==> config.mk <==
export PLATFORM = sky130hd
export DESIGN_NAME = phpa_front
export DESIGN_NICKNAME = d
export VERILOG_FILES = /design/src/hw/rtl/phpa_pkg.sv /design/src/hw/rtl/phpa_front.sv
export SDC_FILE = /design/constraint.sdc
export NUM_CORES = 1
export LEC_CHECK = 0
export ABC_CLOCK_PERIOD_IN_PS = 3360
export BUFFER_PORTS_ARGS = -buffer_cell sky130_fd_sc_hd__buf_2
export CAP_MARGIN = 20
export CORE_UTILIZATION = 50
export DETAILED_ROUTE_END_ITERATION = 6
export PLACE_DENSITY = 0.82
export RECOVER_POWER = 50
export SYNTH_ARGS = -nofsm -noshare
export SYNTH_HDL_FRONTEND = slang
export SYNTH_SLANG_ARGS = --single-unit
export TNS_END_PERCENT = 50
==> constraint.sdc <==
create_clock -name clk -period 3.36 [get_ports clk]
set_input_delay 0.504 -clock clk [delete_from_list [all_inputs] [get_ports clk]]
set_output_delay 0.504 -clock clk [all_outputs]
set_load 0.05 [all_outputs]
==> src/hw/rtl/phpa_pkg.sv <==
// Shared types, codes and defaults of the per-hart page allocator.
// Used by every module of the allocator; depends on nothing else.
package phpa_pkg;

  localparam int unsigned NUM_HARTS_DEF  = 8;
  localparam int unsigned MAX_PAGES_DEF  = 32768;
  localparam int unsigned PAGE_BYTES_DEF = 4096;

  localparam int unsigned QUEUE_DEPTH = 2;

  localparam logic [31:0] REGION_START_RST = 32'h8000_0000;
  localparam logic [31:0] REGION_STOP_RST  = 32'h8800_0000;

  localparam logic CFG_REGION_START = 1'b0;
  localparam logic CFG_REGION_STOP  = 1'b1;

  localparam logic MODE_FREE  = 1'b0;
  localparam logic MODE_ALLOC = 1'b1;

  typedef enum logic [1:0] {
    ST_OK  = 2'd0,
    ST_OOM = 2'd1,
    ST_BAD = 2'd2
  } status_t;

  typedef enum logic {
    BK_EXEC,
    BK_POP
  } back_state_t;

  typedef struct packed {
    logic        mode;
    logic [2:0]  hart;
    logic        bad;
    logic [31:0] pnum;
  } req_t;

  function automatic logic [2:0] hart_wrap(logic [2:0] h, int unsigned n);
    logic [31:0] w;
    w = 32'(h);
    for (int i = 0; i < 8; i++) begin
      if (w >= n) begin
        w = w - n;
      end
    end
    return w[2:0];
  endfunction

endpackage

==> src/hw/rtl/phpa_front.sv <==
// Request front end: registers an incoming transaction, checks the free
// address against the region and forms the page number. Uses phpa_pkg.
module phpa_front #(
  parameter int unsigned NUM_HARTS  = phpa_pkg::NUM_HARTS_DEF,
  parameter int unsigned PAGE_BYTES = phpa_pkg::PAGE_BYTES_DEF
) (
  input  logic            clk,
  input  logic            rst,
  input  logic            in_valid,
  output logic            in_ready,
  input  logic            mode,
  input  logic [2:0]      hart,
  input  logic [31:0]     page_addr,
  input  logic [31:0]     region_start,
  input  logic [31:0]     region_stop,
  output logic            q_push,
  output phpa_pkg::req_t  q_data,
  input  logic            q_full
);

  localparam int unsigned PBW = $clog2(PAGE_BYTES);

  logic        fv;
  logic        f_mode;
  logic [2:0]  f_hart;
  logic [31:0] f_addr;
  logic [31:0] base;
  logic [31:0] diff;
  logic        accept;

  assign q_push   = fv && !q_full;
  assign in_ready = !fv || q_push;
  assign accept   = in_valid && in_ready;

  assign base = {region_start[31:PBW], PBW'(0)};
  assign diff = f_addr - base;

  always_comb begin
    q_data      = '0;
    q_data.mode = f_mode;
    q_data.hart = f_hart;
    q_data.bad  = (f_addr[PBW-1:0] != '0) || (f_addr < region_start) ||
                  (f_addr >= region_stop);
    q_data.pnum = {PBW'(0), diff[31:PBW]};
  end

  always_ff @(posedge clk) begin
    if (rst) begin
      fv <= 1'b0;
    end else if (accept) begin
      fv <= 1'b1;
    end else if (q_push) begin
      fv <= 1'b0;
    end
  end

  always_ff @(posedge clk) begin
    if (accept) begin
      f_mode <= mode;
      f_hart <= phpa_pkg::hart_wrap(hart, NUM_HARTS);
      f_addr <= page_addr;
    end
  end

endmodule

==> impl_metrics.ini <==
[outcome]
status = completed

[place]
dp_hpwl_mm = 7.00
portBuffers = 130
gp_congestion = 0.863

[worst_setup_path]
cp-start-kind = flip-flop
path_max_fanout = 7
end_kind = primary output
reg2regPathDepth = 3
crit_required_ps = 2860
cpMostUsedCell = o21ai_0
crit_chain = ha_1 > o211ai_1 > a21oi_1 > o21ai_0 > nand2_1 > o21ai_0 > xnor2_1 > buf_2
critPathKind = reg2out
critical-path-max-stage-delay_ps = 420
cp.arrival_ps = 2710
worst_path_max_delay_cell = edfxtp_1

[synth]
synthSimpleGateAreaFrac = 0.112
synth_area_mm2 = 0.00358
ys_ff_latch = 37
synthMuxAreaShare = 0
synth_edf_count = 36
yosysSeqAreaShare = 0.308
synth_cells = 396
yosys_warnings = 0
ys_async_sr_fraction = 0
synth_ff_type = edfxtp_1
synthAdderAreaFrac = 0.229
synth_compound_area_frac = 0.163
synth_cell_types = 45
synth_area_per_cell_um2 = 9.04
synth_top_family_by_area = adder cells
synth_xor_area_frac = 0.0416

[timing]
slew_headroom = 0.589
hold_ws_ps = 362
rsz0062_at_grt = yes
finalCritPeriodShare = 0.955
max_freq_mhz = 312
skew_ps = 2.19
slew_viol_final = 0
setup_violations = 0
tightest_slew_ps = 619
hold_violations = 0
finalCriticalPeriod_ps = 3210

[global_route]
grt_max_degree = 31
grt_util_all_layers = 0.228
overflow = 0
antenna_found_initial = 1
grt_pass1_vias = 3111
grt_pass1_wl_mm = 13.2

[job]
max-cap-violations = 0

[layout]
utilization = 0.625
drive_above_1_share = 0.279
nets = 680
fillers = 606
final_cell_mix = buf_2, inv_1, ha_1
final_common_cell = buf_2
area_delta_synth_final_pct = 19.9

[pwr]
ir_drop_mv = 0.324
leakagePower_uw = 0.00224
p_per_area_mw_per_mm2 = 402

[clocking]
cts_made_buffers = 5
cts_root_buf = clkbuf_8
clk_pin_slew_ps = 70
htree_levels = 2
holdBufCountCts = 0
cts_tree = built
clkSinkCount = 37
insertion_delay_ps = 290
cts_buffer_depth = 2

[route]
drt_iter0_drc = 181
vias = 3059
first_pass_iters = 4
drt_wl_total_mm = 8.22
postRouteAntennaNets = 0
routed_via_density = 5.02
wl_per_cell_um = 13.5
route.detailed.drc = 0

[floorplan]
rows = 30
die_y_um = 86.6
dieArea_mm2 = 0.00750
die_x_um = 86.6
initial_core_util = 0.521
core_area_mm2 = 0.00687
io_pins = 143

[hold_path]
hp-class = in2reg
worstHoldPathCells = 2
-- cell usage after synthesis (3+ instances only) --
master | n | area share
inv_1 | 71 | 0.074
ha_1 | 64 | 0.22
a21oi_1 | 39 | 0.055
edfxtp_1 | 36 | 0.30
buf_4 | 33 | 0.069
nand2_1 | 22 | 0.023
nor2_1 | 18 | 0.019
o21ai_0 | 15 | 0.021
xnor2_1 | 13 | 0.032
nand2b_1 | 9 | 0.016
a21o_1 | 8 | 0.017
nand4_1 | 7 | 0.012
nor3_1 | 7 | 0.0098
nand3_1 | 6 | 0.0084
xor2_1 | 4 | 0.0098
a2111oi_0 | 3 | 0.0073
a211oi_1 | 3 | 0.0063
-- critical path: cells and delay by family, from the launching register on --
kind / cells / cell delay (ps)
and+or+nand+nor: 1 / 220
DFF: 1 / 420
adders and majority gates: 1 / 400
buffers and inverters: 1 / 280
AOI/OAI and AO/OA: 4 / 940
xor gates and xnor gates: 1 / 140
-- worst paths after layout --
kind | from | endpoint | slack, ps
min reg2reg | fv | fv | 540
min | rst | fv | 360
max | f_addr[14] | q_data[17] | 150
max reg2reg | fv | f_addr[11] | 1720
-- where the power goes --
group          total (µW)  internal, µW  switching, µW
combinational         705           229            476
clock                 460           295            165
sequential            560           539           20.7
total                1720          1060            661
-- sequential cells by signal (all words and copies together) (netlist names) --
register  cells
f_mode        1
fv            1
f_hart        3
f_addr       32
-- stage by stage --
step                      instances  setup WS (ps)  total power, µW  instance area (µm²)  setup TNS (ps)
after floorplan                 407            512             1170                 3620               0
after global placement          600            250             1250                 4150               0
after detailed placement        600            220             1270                 4150               0
after CTS                       608            106             1730                 4290               0
after global routing            608          -16.6             1820                 4290           -16.6
final                           609            151             1720                 4290               0
-- logic make-up after synthesis --
logic type / after synthesis
flops: 37
buf+inv: 106
xor+xnor: 17
other cells: 1
compound gates: 90
fa+ha+maj: 65
simple gates: 80
-- layer usage --
layer  GRT usage  wire (µm)  vias to the layer above
met5           0          0                        -
met4      0.0742        140                        0
met3      0.0467        557                       12
met2       0.426       4100                      127
met1       0.259       3420                     1347
li1            -          -                     1573
-- what timing repair did --
item | in CTS | in global routing
gates resized for setup | 0 | 4
endpoints found under the setup margin | 0 | 4
setup buffers | 0 | 0
-- cell type report --
| cell class | count | area (µm²) | share of cell area |
|---|---|---|---|
| Antenna cell | 1 | 2.50 | 0.000583 |
| Clock buffer | 5 | 68.8 | 0.0160 |
| Clock inverter | 3 | 65.1 | 0.0152 |
| Inverter | 71 | 267 | 0.0621 |
| Multi-Input combinational cell | 264 | 2010 | 0.468 |
| Sequential cell | 37 | 1100 | 0.257 |
| Tap cell | 96 | 120 | 0.0280 |
| Timing Repair Buffer | 132 | 658 | 0.153 |
Note: power is estimated with default switching activity, not from simulation.
